File: src/rtl/core/rtc3w_pkg.sv
package rtc3w_pkg;

	localparam int BITS_PER_BYTE = 8;
	localparam int HALF_W        = 16;

	// command codes
	localparam logic [2:0] CMD_NONE        = 3'd0;
	localparam logic [2:0] CMD_READ_REG    = 3'd1;
	localparam logic [2:0] CMD_WRITE_REG   = 3'd2;
	localparam logic [2:0] CMD_READ_RAM    = 3'd3;
	localparam logic [2:0] CMD_WRITE_RAM   = 3'd4;
	localparam logic [2:0] CMD_BURST_READ  = 3'd5;
	localparam logic [2:0] CMD_BURST_WRITE = 3'd6;

	// command byte templates
	localparam logic [7:0] ADDR_MASK         = 8'h1f;
	localparam logic [7:0] CB_READ_REG       = 8'h81;
	localparam logic [7:0] CB_WRITE_REG      = 8'h80;
	localparam logic [7:0] CB_READ_RAM       = 8'hc1;
	localparam logic [7:0] CB_WRITE_RAM      = 8'hc0;
	localparam logic [7:0] CB_BURST_READ     = 8'hbf;
	localparam logic [7:0] CB_BURST_WRITE    = 8'hbe;

	// sequencer phases
	localparam logic [3:0] PH_IDLE   = 4'd0;
	localparam logic [3:0] PH_SETUP  = 4'd1;
	localparam logic [3:0] PH_CMD_HI = 4'd2;
	localparam logic [3:0] PH_CMD_LO = 4'd3;
	localparam logic [3:0] PH_WR_HI  = 4'd4;
	localparam logic [3:0] PH_WR_LO  = 4'd5;
	localparam logic [3:0] PH_TURN   = 4'd6;
	localparam logic [3:0] PH_RD_HI  = 4'd7;
	localparam logic [3:0] PH_RD_LO  = 4'd8;
	localparam logic [3:0] PH_HOLD   = 4'd9;
	localparam logic [3:0] PH_DONE   = 4'd10;

	localparam logic [2:0] BIT_LAST = 3'(BITS_PER_BYTE - 1);

	typedef struct packed {
		logic [2:0] command;
		logic [4:0] address;
		logic [7:0] write_data;
		logic [4:0] burst_length;
		logic       data_pin;
	} item_t;

	typedef struct packed {
		logic       chip_enable;
		logic       serial_clock;
		logic       data_out;
		logic       data_drive;
		logic [7:0] read_byte;
		logic       read_valid;
		logic       read_last;
		logic       write_taken;
		logic       busy_res;
		logic       done_res;
	} result_t;

	typedef struct packed {
		logic [3:0]        phase;
		logic [HALF_W-1:0] tick_count;
		logic [2:0]        bit_index;
		logic [4:0]        bytes_left;
		logic [7:0]        shift_reg;
		logic [2:0]        transfer_kind;
		logic [7:0]        single_byte;
	} seq_state_t;

	function automatic logic is_read_kind(input logic [2:0] k);
		return (k == CMD_READ_REG) || (k == CMD_READ_RAM) || (k == CMD_BURST_READ);
	endfunction

	function automatic logic is_burst_kind(input logic [2:0] k);
		return (k == CMD_BURST_READ) || (k == CMD_BURST_WRITE);
	endfunction

endpackage

File: src/rtl/core/rtc3w_step.sv
module rtc3w_step (
	input  rtc3w_pkg::seq_state_t             cur,
	input  rtc3w_pkg::item_t                  item,
	input  logic [rtc3w_pkg::HALF_W-1:0]      half_period,
	output rtc3w_pkg::seq_state_t             nxt,
	output rtc3w_pkg::result_t                res
);
	import rtc3w_pkg::*;

	logic [HALF_W-1:0] delay;
	logic              start;

	// zero delay behaves as one tick
	assign delay = (half_period == '0) ? HALF_W'(1) : half_period;
	assign start = (item.command >= CMD_READ_REG) && (item.command <= CMD_BURST_WRITE);

	// one tick of the sequencer
	always_comb begin
		logic       first;
		logic       seg_end;
		logic       byte_end;
		logic [7:0] addr_byte;
		nxt       = cur;
		res       = '0;
		res.data_drive = 1'b1;
		first     = 1'b0;
		seg_end   = 1'b0;
		byte_end  = 1'b0;
		addr_byte = {2'b00, item.address, 1'b0} & {ADDR_MASK[6:0], 1'b0};

		// start of a transaction
		if (cur.phase == PH_IDLE && start) begin
			nxt.transfer_kind = item.command;
			unique case (item.command)
				CMD_READ_REG:   nxt.shift_reg = addr_byte | CB_READ_REG;
				CMD_WRITE_REG:  nxt.shift_reg = addr_byte | CB_WRITE_REG;
				CMD_READ_RAM:   nxt.shift_reg = addr_byte | CB_READ_RAM;
				CMD_WRITE_RAM:  nxt.shift_reg = addr_byte | CB_WRITE_RAM;
				CMD_BURST_READ: nxt.shift_reg = CB_BURST_READ;
				default:        nxt.shift_reg = CB_BURST_WRITE;
			endcase
			nxt.single_byte = item.write_data;
			nxt.bytes_left  = is_burst_kind(item.command) ? item.burst_length : 5'd1;
			nxt.bit_index   = '0;
			nxt.tick_count  = '0;
			nxt.phase       = PH_SETUP;
		end

		if (nxt.phase == PH_IDLE) begin
			// idle pins
		end else if (nxt.phase == PH_DONE) begin
			res.busy_res   = 1'b1;
			res.done_res   = 1'b1;
			nxt.phase      = PH_IDLE;
			nxt.tick_count = '0;
		end else begin
			res.busy_res    = 1'b1;
			res.chip_enable = 1'b1;
			first = (nxt.tick_count == '0);

			// pin levels and read sampling
			unique case (nxt.phase)
				PH_CMD_HI, PH_WR_HI: begin
					res.serial_clock = 1'b1;
					res.data_out     = nxt.shift_reg[0];
				end
				PH_CMD_LO, PH_WR_LO: begin
					res.data_out = nxt.shift_reg[0];
				end
				PH_TURN, PH_RD_LO: begin
					res.data_drive = 1'b0;
				end
				PH_RD_HI: begin
					res.serial_clock = 1'b1;
					res.data_drive   = 1'b0;
					if (first) begin
						nxt.shift_reg = nxt.shift_reg | (8'(item.data_pin) << nxt.bit_index);
						if (nxt.bit_index == BIT_LAST) begin
							res.read_valid = 1'b1;
							res.read_byte  = nxt.shift_reg;
							res.read_last  = (nxt.bytes_left == '0);
						end
					end
				end
				PH_HOLD: begin
					res.data_drive = !is_read_kind(nxt.transfer_kind);
				end
				default: begin
				end
			endcase

			// delay counter
			seg_end = ({1'b0, nxt.tick_count} + 17'd1) >= {1'b0, delay};
			nxt.tick_count = seg_end ? '0 : nxt.tick_count + HALF_W'(1);

			// phase advance at the end of a delay
			if (seg_end) begin
				byte_end = (nxt.bit_index == BIT_LAST);
				unique case (nxt.phase)
					PH_SETUP: begin
						nxt.bit_index = '0;
						nxt.phase     = PH_CMD_HI;
					end
					PH_CMD_HI: nxt.phase = PH_CMD_LO;
					PH_WR_HI:  nxt.phase = PH_WR_LO;
					PH_RD_HI:  nxt.phase = PH_RD_LO;
					PH_TURN: begin
						nxt.bit_index = '0;
						nxt.phase     = PH_RD_HI;
					end
					PH_HOLD: nxt.phase = PH_DONE;
					PH_CMD_LO, PH_WR_LO, PH_RD_LO: begin
						if (nxt.phase != PH_RD_LO)
							nxt.shift_reg = nxt.shift_reg >> 1;
						nxt.bit_index = nxt.bit_index + 3'd1;
						if (!byte_end) begin
							if (nxt.phase == PH_RD_LO)
								nxt.phase = PH_RD_HI;
							else if (nxt.phase == PH_CMD_LO)
								nxt.phase = PH_CMD_HI;
							else
								nxt.phase = PH_WR_HI;
						end else if (nxt.bytes_left == '0) begin
							nxt.phase = PH_HOLD;
						end else begin
							nxt.bytes_left = nxt.bytes_left - 5'd1;
							nxt.bit_index  = '0;
							if (is_read_kind(nxt.transfer_kind)) begin
								nxt.shift_reg = '0;
								nxt.phase     = PH_TURN;
							end else begin
								if (is_burst_kind(nxt.transfer_kind)) begin
									nxt.shift_reg   = item.write_data;
									res.write_taken = 1'b1;
								end else begin
									nxt.shift_reg = nxt.single_byte;
								end
								nxt.phase = PH_WR_HI;
							end
						end
					end
					default: nxt.phase = PH_IDLE;
				endcase
			end
		end

		// released line reads as low
		if (!res.data_drive)
			res.data_out = 1'b0;
	end

endmodule

File: src/rtl/core/rtc_three_wire_serial_master.sv
// Three-wire serial master for a clock/RAM chip (chip enable, serial clock, data).
// Every beat on the item channel is one sequencer tick; a command code 1 to 6 in an
// idle tick starts a transaction. Every item yields exactly one result beat with
// the pin levels for that tick, read bytes, the burst write_taken strobe and
// busy/done flags.
// The cfg channel writes half_period_ticks (ticks per clock half period and per
// setup, turnaround and hold wait); write it only while the block is idle.
// An item is registered in the input register on acceptance, and its result is
// registered in the result register when the pipeline advances.
// Throughput: one item per cycle unless the result receiver stalls; the only loop is
// the one-tick sequencer update between input register and result register.
// Reset clears the sequencer to idle, half_period_ticks to one and both pipeline
// registers to empty.
// When the result receiver stalls, the result register holds, the input register
// fills, and item_ready drops until the result beat is taken.
module rtc_three_wire_serial_master (
	input  logic                            clk,
	input  logic                            arst_n,
	input  logic                            cfg_valid,
	output logic                            cfg_ready,
	input  logic [rtc3w_pkg::HALF_W-1:0]    cfg_data,
	input  logic                            item_valid,
	output logic                            item_ready,
	input  rtc3w_pkg::item_t                item,
	output logic                            result_valid,
	input  logic                            result_ready,
	output rtc3w_pkg::result_t              result
);
	import rtc3w_pkg::*;

	logic              valid_s1;
	item_t             item_s1;
	logic              valid_s2;
	result_t           result_s2;
	seq_state_t        state_q;
	seq_state_t        state_nxt;
	result_t           step_res;
	logic [HALF_W-1:0] half_period_q;
	logic              advance;

	assign cfg_ready = 1'b1;

	// config register
	always_ff @(posedge clk or negedge arst_n) begin
		if (!arst_n) begin
			half_period_q <= HALF_W'(1);
		end else if (cfg_valid) begin
			half_period_q <= cfg_data;
		end
	end

	// pipeline handshake
	assign advance    = valid_s1 && (!valid_s2 || result_ready);
	assign item_ready = !valid_s1 || advance;

	// input register
	always_ff @(posedge clk or negedge arst_n) begin
		if (!arst_n) begin
			valid_s1 <= 1'b0;
		end else if (item_ready) begin
			valid_s1 <= item_valid;
		end
	end

	always_ff @(posedge clk) begin
		if (item_valid && item_ready)
			item_s1 <= item;
	end

	rtc3w_step u_step (
		.cur         (state_q),
		.item        (item_s1),
		.half_period (half_period_q),
		.nxt         (state_nxt),
		.res         (step_res)
	);

	// sequencer state
	always_ff @(posedge clk or negedge arst_n) begin
		if (!arst_n) begin
			state_q <= '0;
		end else if (advance) begin
			state_q <= state_nxt;
		end
	end

	// result register
	always_ff @(posedge clk or negedge arst_n) begin
		if (!arst_n) begin
			valid_s2 <= 1'b0;
		end else if (advance) begin
			valid_s2 <= 1'b1;
		end else if (result_ready) begin
			valid_s2 <= 1'b0;
		end
	end

	always_ff @(posedge clk) begin
		if (advance)
			result_s2 <= step_res;
	end

	assign result_valid = valid_s2;
	assign result       = result_s2;

endmodule

File: config.mk
export PLATFORM = sky130hd
export DESIGN_NAME = rtc_three_wire_serial_master
export DESIGN_NICKNAME = d
export VERILOG_FILES = /design/src/rtl/core/rtc3w_pkg.sv /design/src/rtl/core/rtc3w_step.sv /design/src/rtl/core/rtc_three_wire_serial_master.sv
export SDC_FILE = /design/constraint.sdc
export NUM_CORES = 1
export LEC_CHECK = 0
export ABC_CLOCK_PERIOD_IN_PS = 5000
export BUFFER_PORTS_ARGS = -buffer_cell sky130_fd_sc_hd__buf_4
export CORE_ASPECT_RATIO = 1.25
export CORE_MARGIN = 1.5
export CORE_UTILIZATION = 54
export DETAILED_ROUTE_END_ITERATION = 10
export PLACE_DENSITY = 0.79
export SLEW_MARGIN = 20
export SYNTH_ARGS = -nofsm -noshare
export SYNTH_HDL_FRONTEND = slang
export SYNTH_SLANG_ARGS = --single-unit
File: constraint.sdc
create_clock -name clk -period 5 [get_ports clk]
set_input_delay 1.25 -clock clk [delete_from_list [all_inputs] [get_ports clk]]
set_output_delay 1.25 -clock clk [all_outputs]
set_load 0.03 [all_outputs]
**Word level (Yosys, flattened, before mapping)**

Cells that the tools add are included.

- Register bits after elaboration: 104
- Logic and storage cells: 134
- Output and inout bits: 20

- Shift operators: 1
- Order comparisons: 3
- Reductions and logical operators: 29
- Add/sub/neg operators: 4
- Equality and inequality tests: 22
- Mux-type cells: 42
- Bitwise logic cells: 8

Operators by type and width:

| cell | count |
|---|---|
| 16-bit two-way mux | 6 |
| 47-bit two-way mux | 1 |
| 8-bit two-way mux | 5 |
| 36-bit two-way mux | 1 |
| 7-bit case mux with 5 select lines | 1 |
| 16-bit logical NOT | 2 |
| 10-bit two-way mux | 3 |
| 4-bit case mux with 7 select lines | 1 |
| 20-bit two-way mux | 1 |
| 3-bit == test (second input constant) | 6 |
| 16-bit by 1-bit adder with 17-bit output (second input constant) | 1 |
| 17-bit by 16-bit greater-or-equal comparator with 1-bit output | 1 |
| 16-bit by 1-bit adder with 16-bit output (second input constant) | 1 |
| 4-bit by 3-bit == test with 1-bit output (second input constant) | 4 |
| 4-bit two-way mux | 4 |
| 15-bit two-way mux | 1 |
| 14-bit two-way mux | 1 |
| 13-bit two-way mux | 1 |
| 4-bit == test (second input constant) | 3 |
| 4-bit OR reduction | 3 |
| 1-bit two-way mux | 11 |
| 3-bit by 2-bit == test with 1-bit output (second input constant) | 3 |
| 3-bit OR reduction | 3 |
| 4-bit by 2-bit == test with 1-bit output (second input constant) | 2 |
| other kinds (24) | 43 |

**Logic depth before layout (Yosys ltp)**

Gate-level depths: netlist (run 1).

- Depth after elaboration: 16
- Gate-level depth with buffers: 24

**By module**

From an unflattened synthesis (run 1), not the netlist that was laid out.

- Cell total of the unflattened synthesis: 633
- Area, all modules: 6522.5 um^2

Modules (own cells, without submodules):

| module | area an instance (um^2) | cells an instance | instances |
|---|---|---|---|
| rtc_three_wire_serial_master | 3694.8 | 183 | 1 |
| rtc3w_step | 2827.7 | 450 | 1 |

**Least setup slack after synthesis (run 1)**

No wires, ideal clock.

- Path type: register to register
- Start: reg item_s1[21] (netlist name)
- End: reg state_q[21] (netlist name)
- Period minus slack after synthesis: 5211 ps
- Arrival time: 5128 ps
- Stages on the path, launching flop included: 23
- Path slack: -211 ps
- Path buffers: 3
- Setup time: 83 ps
- Path through: edfxtp_1 > clkbuf_1 > inv_1 > ha_1 > nand4bb_1 > a31o_4 > buf_6 > clkbuf_1 > nand2_1 > inv_1 > ha_1 > nand4_1 > or3_1 > or3_1 > a21oi_1 > ha_1 > nand2_1 > nor3_1 > a2111oi_0 > a31oi_1 > nand3_1 > mux2_2 > o21ai_0

- Word-level cells in the longest chain between the ends: 11

RTL lines:

| what | RTL line | source |
|---|---|---|
| from (decl) | rtc_three_wire_serial_master.sv:32 | `item_t item_s1;` |
| from (signal assigned) | rtc_three_wire_serial_master.sv:67 | `item_s1 <= item;` |
| 3-bit by 1-bit greater-or-equal comparator with 1-bit output (tied with other cells) | rtc3w_step.sv:15 | `assign start = (item.command >= CMD_READ_REG) && (item.command <= CMD_BURST_WRITE);` |
| 1-bit logical AND or 1-bit logical OR (tied branches) | rtc3w_step.sv:15, rtc3w_pkg.sv:75 |  |
| 1-bit logical AND or 5-bit two-way mux (tied branches) | rtc3w_step.sv:32, rtc3w_step.sv:43 |  |
| 47-bit two-way mux * | rtc3w_step.sv:32 | `if (cur.phase == PH_IDLE && start) begin` |
| branches (longest 6 deep; another with 16-bit by 1-bit adder with 17-bit output) | - |  |
| 36-bit two-way mux * | rtc3w_step.sv:49 | `if (nxt.phase == PH_IDLE) begin` |
| to (signal assigned) | rtc_three_wire_serial_master.sv:83 | `state_q <= state_nxt;` |
| to (decl) | rtc_three_wire_serial_master.sv:35 | `seq_state_t state_q;` |

Mark *: on every way between the ends.
A chain may end at the register's enable or synchronous reset.

**Worst setup path in the final report (run 1)**

- Start: reg item_s1[20] (netlist name)
- End: reg state_q[40] (netlist name)

- Word-level cells in the longest chain between the ends: 9

RTL lines:

| what | RTL line | source |
|---|---|---|
| 3-bit by 1-bit greater-or-equal comparator with 1-bit output or 3-bit less-or-equal comparator (tied branches) | rtc3w_step.sv:15 |  |
| 1-bit logical AND * | rtc3w_step.sv:15 |  |
| 1-bit logical AND * | rtc3w_step.sv:32 |  |
| 47-bit two-way mux * | rtc3w_step.sv:32 |  |
| 16-bit by 1-bit adder with 17-bit output | rtc3w_step.sv:93 | `seg_end = ({1'b0, nxt.tick_count} + 17'd1) >= {1'b0, delay};` |
| 17-bit by 16-bit greater-or-equal comparator with 1-bit output | rtc3w_step.sv:93 |  |
| 16-bit two-way mux | rtc3w_step.sv:94 | `nxt.tick_count = seg_end ? '0 : nxt.tick_count + HALF_W'(1);` |
| 20-bit two-way mux | rtc3w_step.sv:51 | `end else if (nxt.phase == PH_DONE) begin` |
| 36-bit two-way mux * | rtc3w_step.sv:49 |  |

Every way passes the cells marked *; elsewhere a longest branch is shown, timed or not.

==> metrics.md, run 1 <==
| Metric | Value |
|---|---|
| Status | `completed` |
| Asr flop ratio synth | `62.5%` |
| Total CTS buffers | `9` |
| Worst-Margin Slew | `0.921 ns` |
| Setup TNS | `0 ns` |
| IO buf count | `61` |
| Vias/cell | `6.16` |
| Worst skew pair latency | `0.35 ns` |
| Worst setup path class | `flip-flop to flip-flop` |
| Placed inst area | `0.00662 mm^2` |
| Net Count, Synth | `689` |
| RSZ-0062 raised after global routing | `no` |
| Crit path to | `state_q[40]` |
| Slew HR | `38.6%` |
| Clk buf depth | `2` |
| Main flop type after synthesis | `dfrtp_1` |
| Cells on worst reg2reg path | `20` |
| Design Area, Final | `0.00704 mm^2` |
| Mapped Cells | `623` |
| Yosys reg bits | `104` |
| I/O pins | `63` |
| Most common cell after layout, fill and taps aside | `buf_4` |
| Starting Density | `56.2%` |
| Post-DRT Antenna Nets | `0` |
| DR DRC count | `0` |
| Pwr/cell area | `375 mW/mm^2` |
| Nets | `752` |
| Std cell rows | `42` |
| Layout Utilization | `65.6%` |
| R2R Path Start | `item_s1[20]` |
| Slew Viols, Final | `0` |
| WHS | `0.508 ns` |
| Most frequent cells in the layout | `buf_4, nand2_1, dfrtp_1, nor2_1, o21ai_0` |
| Worst Hold Class | `flip-flop to flip-flop` |
| Antenna cell count | `0` |
| Core box area | `0.0107 mm^2` |
| # hold bufs at CTS | `0` |
| Routed via count | `5068` |
| Wire length per cell | `17.4 um` |
| Syn_area_per_cell | `9.67 um^2` |
| Synth unique cells | `79` |
| GRT Total Usage | `24.8%` |
| CTS Sinks | `104` |
| CP Capture Type | `flip-flop` |
| EDFF count, synth | `39` |
| Power Total | `2.64 mW` |
| Syn-to-layout area delta | `16.7%` |
| Clock Pin Slew Worst Setup and Hold Paths | `0.07 ns` |
| Final Hold Fails | `0` |
| Root Buffer | `clkbuf_16` |
| Final setup viols | `0` |
| Synth Cell Area | `0.00603 mm^2` |
| Router iterations before antenna repair | `6` |
| # fillers | `872` |
| Vias in the first global route | `4979` |
| Max rail drop VDD | `0.255 mV` |
| Die area | `0.0118 mm^2` |
| Startpoint types | `flip-flop` |
| Largest driver fanout on the critical path | `7` |
| CP startpoint | `item_s1[20]` |
| Worst R2R Setup Slack | `0.28 ns` |
| Max Cap Violations | `0` |
| GPL Wtd Cong | `0.966` |
| DP Wirelength | `10100 um` |
| Yosys warns | `0` |
| CTS tree | `built` |
| R2R Path End | `state_q[40]` |
| First DRT Iteration DRCs | `462` |
| Depth of the CTS H-tree | `3` |
| Seq/Total Area, Yosys | `46.4%` |
| P_leak | `3.02 nW` |
| Die X-Extent | `97.5 um` |
| Fmax | `212 MHz` |
| Req. time, crit path | `5.26 ns` |
| Die H | `121 um` |
| Initial antenna violation count | `0` |
| Tcrit/Tclk final | `94.5%` |
| Largest net degree at the start of global routing | `66` |
| Min cycle time layout | `4.72 ns` |
| Critical path data arrival time | `4.98 ns` |
| GR Overflow Total | `0` |
| Final WL | `14400 um` |
| First-pass GRT wire length | `23500 um` |
| Setup Skew | `0.00860 ns` |
| Share of cells above drive strength 1 | `20.1%` |
## kinds of logic after synthesis
family,after synthesis,share of synthesized area (%)
buffers and inverters,60,4.42
XOR/XNOR,18,2.62
multiplexers,23,4.19
AND/OR/NAND/NOR,224,18.4
adder cells (fa/ha/maj),24,4.94
flip-flops,104,46.4
AO/OA/AOI/OAI,169,19.0
other,1,0.0622
## critical path, stage by stage (launching register included)
cell and delay [ns]:
edfxtp_1 0.49, inv_1 0.14, ha_1 0.19, nand4bb_2 0.20, a31o_4 0.22, nand2_1 0.11
inv_1 0.11, ha_1 0.22, nand4_1 0.14, or3_1 0.43, or3_1 0.37, a21oi_1 0.22
ha_1 0.28, nand2_1 0.12, nor3_4 0.06, a2111oi_4 0.41, nand3_2 0.20, nor3_4 0.33
and3_1 0.22, o21ai_1 0.07, o31ai_1 0.09
## flip-flops by register name, indices dropped and copies added (netlist names)
signal,count
half_period_q,16
result,17
item_s1,22
state_q,47
valid_s1,1
result_valid,1
## area by class of cell
cell class              instances  area [um^2]  area share [%]
well taps                     132          165            2.35
clock buffers                  11          254            3.61
clock inverters                 5         77.6            1.10
multi-input cells             459         3010            42.8
flip-flops and latches        104         2800            39.8
inverters                      31          116            1.65
repair buffers                 81          612            8.70
## repair_timing
action	CTS	global route
gates resized for setup	1	8
setup endpoints to repair	5	37
hold endpoints to repair	0	0
pin swaps	0	1
buffers inserted	0	5
## through the flow
stage | worst slack (ns) | std cells
after floorplan | 0.113 | 623
final | 0.277 | 823
after CTS | 0.0583 | 818
after global routing | 0.00315 | 823
after global placement | 0.267 | 802
after detailed placement | -0.0165 | 802
## synth_stat cells, drive strengths merged, types with 14 or more instances
library cell  count  area share [%]
o21ai            58             5.1
a22o             15             2.2
mux2             15             2.9
nand3            20             1.7
nor3             14             1.3
a21oi            39             3.4
inv              30             1.9
dfrtp            64              27
clkbuf           16             1.0
edfxtp           39              19
ha               23             4.8
nand2            76             5.0
nor2             49             3.1
## per-layer routing
metal / GRT usage [%] / part of all wire (%)
met1: 32.6 / 44
met2: 40.9 / 48
met3: 4.26 / 6.2
met4: 9.73 / 1.7
met5: 0 / 0
## how the worst min path moves through the flow
stage	from	to	slack, ns	cells past startpoint
after global routing	state_q[0]	state_q[0]	0.52	1
final	state_q[14]	state_q[14]	0.51	2
after global placement	state_q[14]	state_q[14]	0.47	2
after floorplan	state_q[15]	state_q[15]	0.46	2
after CTS	state_q[12]	state_q[12]	0.50	2
after detailed placement	state_q[12]	state_q[12]	0.49	2
## power by group
part / switching (mW) / internal [mW] / leakage, nW
clock network: 0.315 / 0.468 / 0.161
registers: 0.0905 / 1.02 / 1.20
logic: 0.454 / 0.295 / 1.66
No activity file was read; power rests on OpenSTA's default activity.
==> run 2, diff against run 1 <==
--- a/config.mk
+++ b/config.mk
@@ -7,9 +7,10 @@
 export LEC_CHECK = 0
 export ABC_CLOCK_PERIOD_IN_PS = 5000
 export BUFFER_PORTS_ARGS = -buffer_cell sky130_fd_sc_hd__buf_4
-export CORE_ASPECT_RATIO = 1.25
+export CELL_PAD_IN_SITES_DETAIL_PLACEMENT = 1
+export CELL_PAD_IN_SITES_GLOBAL_PLACEMENT = 1
 export CORE_MARGIN = 1.5
-export CORE_UTILIZATION = 54
+export CORE_UTILIZATION = 42
 export DETAILED_ROUTE_END_ITERATION = 10
 export PLACE_DENSITY = 0.79
 export SLEW_MARGIN = 20
==> metrics.md, run 2 (synthesis results as in run 1) <==
| Metric | Value |
|---|---|
| First DRT Iteration DRCs | `384` |
| Fmax | `207 MHz` |
| Antenna cell count | `0` |
| Final setup viols | `0` |
| DR DRC count | `0` |
| Depth of the CTS H-tree | `3` |
| P_leak | `3.00 nW` |
| Min cycle time layout | `4.84 ns` |
| Final WL | `16800 um` |
| Die H | `123 um` |
| Worst-Margin Slew | `0.971 ns` |
| Critical Path, Cell by Cell | `buf_4 > ha_1 > or4b_4 > a31o_4 > nand2_1 > inv_1 > ha_2 > nand4_1 > or3_4 > nor2_1 > xnor2_1 > nor2_1 > ha_1 > nand2_1 > nor3_1 > a2111oi_4 > nand3_2 > nor3_4 > and3_1 > o21ai_1 > o31ai_1` |
| Root Buffer | `clkbuf_16` |
| Vias in the first global route | `5055` |
| CTS Sinks | `104` |
| Slew Viols, Final | `0` |
| Startpoint types | `flip-flop` |
| Register area | `0.00280 mm^2` |
| # hold bufs at CTS | `0` |
| Post-DRT Antenna Nets | `0` |
| I/O pins | `63` |
| Worst skew pair latency | `0.35 ns` |
| Clk buf depth | `2` |
| Max rail drop VDD | `0.206 mV` |
| Max FFs per register | `47` |
| Largest driver fanout on the critical path | `8` |
| Share of cells above drive strength 1 | `21.2%` |
| Max Cap Violations | `0` |
| GRT Total Usage | `22.7%` |
| Slew HR | `35.2%` |
| # fillers | `1575` |
| Status | `completed` |
| Final Hold Fails | `0` |
| Vias/cell | `5.78` |
| First-pass GRT wire length | `26300 um` |
| Placed inst area | `0.00669 mm^2` |
| Critical path data arrival time | `5.10 ns` |
| Slowest Stage Delay on Critical Path | `0.59 ns` |
| Pwr/cell area | `361 mW/mm^2` |
| Area of the multi-input gates | `0.00304 mm^2` |
| Largest net degree at the start of global routing | `66` |
| Wire length per cell | `19.2 um` |
| Starting Density | `43.3%` |
| Design Area, Final | `0.00709 mm^2` |
| WHS | `0.507 ns` |
| Die area | `0.0151 mm^2` |
| Router iterations before antenna repair | `5` |
| Syn-to-layout area delta | `17.6%` |
| Die X-Extent | `123 um` |
| Initial antenna violation count | `0` |
| Hold depth | `2` |
| Most frequent cells in the layout | `buf_4, nand2_1, dfrtp_1, nor2_1, o21ai_0` |
| Largest Register | `state_q` |
| IO buf count | `61` |
| DP Wirelength | `12000 um` |
| Crit-path slowest cell | `or4b_4` |
| Worst Hold Class | `flip-flop to flip-flop` |
| GR Overflow Total | `0` |
| Worst setup path class | `flip-flop to flip-flop` |
| CTS tree | `built` |
| Most common cell after layout, fill and taps aside | `buf_4` |
| Core box area | `0.0139 mm^2` |
| Total CTS buffers | `9` |
| Setup Skew | `0.00790 ns` |
| Cells on worst reg2reg path | `21` |
| Clock Pin Slew Worst Setup and Hold Paths | `0.07 ns` |
| Routed via count | `5060` |
| GPL Wtd Cong | `0.902` |
| Std cell rows | `43` |
| Nets | `756` |
| CP Capture Type | `flip-flop` |
| Req. time, crit path | `5.26 ns` |
| Tcrit/Tclk final | `96.8%` |
run 2: cell count changes in the layout (fill, tap and decap cells not counted), sizes merged:
cell,change
buf,+4
bufinv,-2
clkbuf,-1
clkinv,+2
inv,+1
run 2: critical path: cells and delay by family, from the launching register on:
kind | cells | cell delay [ns]
AND/OR/NAND/NOR | 11 | 2.15
adder cells (fa/ha/maj) | 3 | 0.75
buffers and inverters | 2 | 0.26
XOR/XNOR | 1 | 0.17
flip-flops | 1 | 0.46
AO/OA/AOI/OAI | 4 | 0.95
run 2: routing by layer:
| layer | up-vias | track usage, % | routed length [um] | share of wire [%] |
|---|---|---|---|---|
| met5 | - | 0 | 0 | 0 |
| met4 | 0 | 7.78 | 303 | 1.8 |
| met3 | 24 | 3.16 | 604 | 3.6 |
| met2 | 125 | 35.9 | 8010 | 48 |
| met1 | 2523 | 32.0 | 7910 | 47 |
| li1 | 2388 | - | - | - |
run 2: report_power, final:
| group | total, mW | internal, mW | switching (mW) |
|---|---|---|---|
| clock network | 0.657 | 0.335 | 0.322 |
| logic | 0.801 | 0.305 | 0.497 |
| registers | 1.10 | 1.02 | 0.0855 |
| total | 2.56 | 1.66 | 0.904 |
run 2: timing repair:
| item | 4_1_cts | 5_1_grt |
|---|---|---|
| resized for setup | 0 | 15 |
| setup endpoints to repair | 0 | 37 |
| buffers inserted | 0 | 8 |
run 2: area by class of cell:
class                   count  area share, %
flip-flops and latches    104           39.5
multi-input cells         459           43.0
clock buffers              10           3.23
inverters                  31           1.64
clock inverters             6          0.477
repair buffers             85           9.01
well taps                 180           3.18
run 2: per-stage QoR:
stage / power (mW) / setup WS, ns / std cells / utilization [%] / TNS [ns]
floorplan: 1.63 / 0.113 / 623 / - / 0
global placement: 1.84 / 0.280 / 851 / 48.0 / 0
detailed placement: 1.88 / 0.0193 / 851 / 48.0 / 0
CTS: 2.54 / 0.0162 / 867 / 49.9 / 0
global route: 2.68 / -0.0815 / 875 / 50.8 / -0.719
finish: 2.56 / 0.159 / 875 / 50.8 / 0
run 2: worst paths after layout:
| path | from | endpoint | slack [ns] |
|---|---|---|---|
| max in group asynchronous | arst_n | state_q[3] | 3.42 |
| max reg2reg | item_s1[20] | state_q[42] | 0.16 |
| max | item_s1[20] | state_q[42] | 0.16 |
| min reg2reg | state_q[12] | state_q[12] | 0.51 |
| min | state_q[12] | state_q[12] | 0.51 |
| min in group asynchronous | arst_n | state_q[38] | 1.02 |
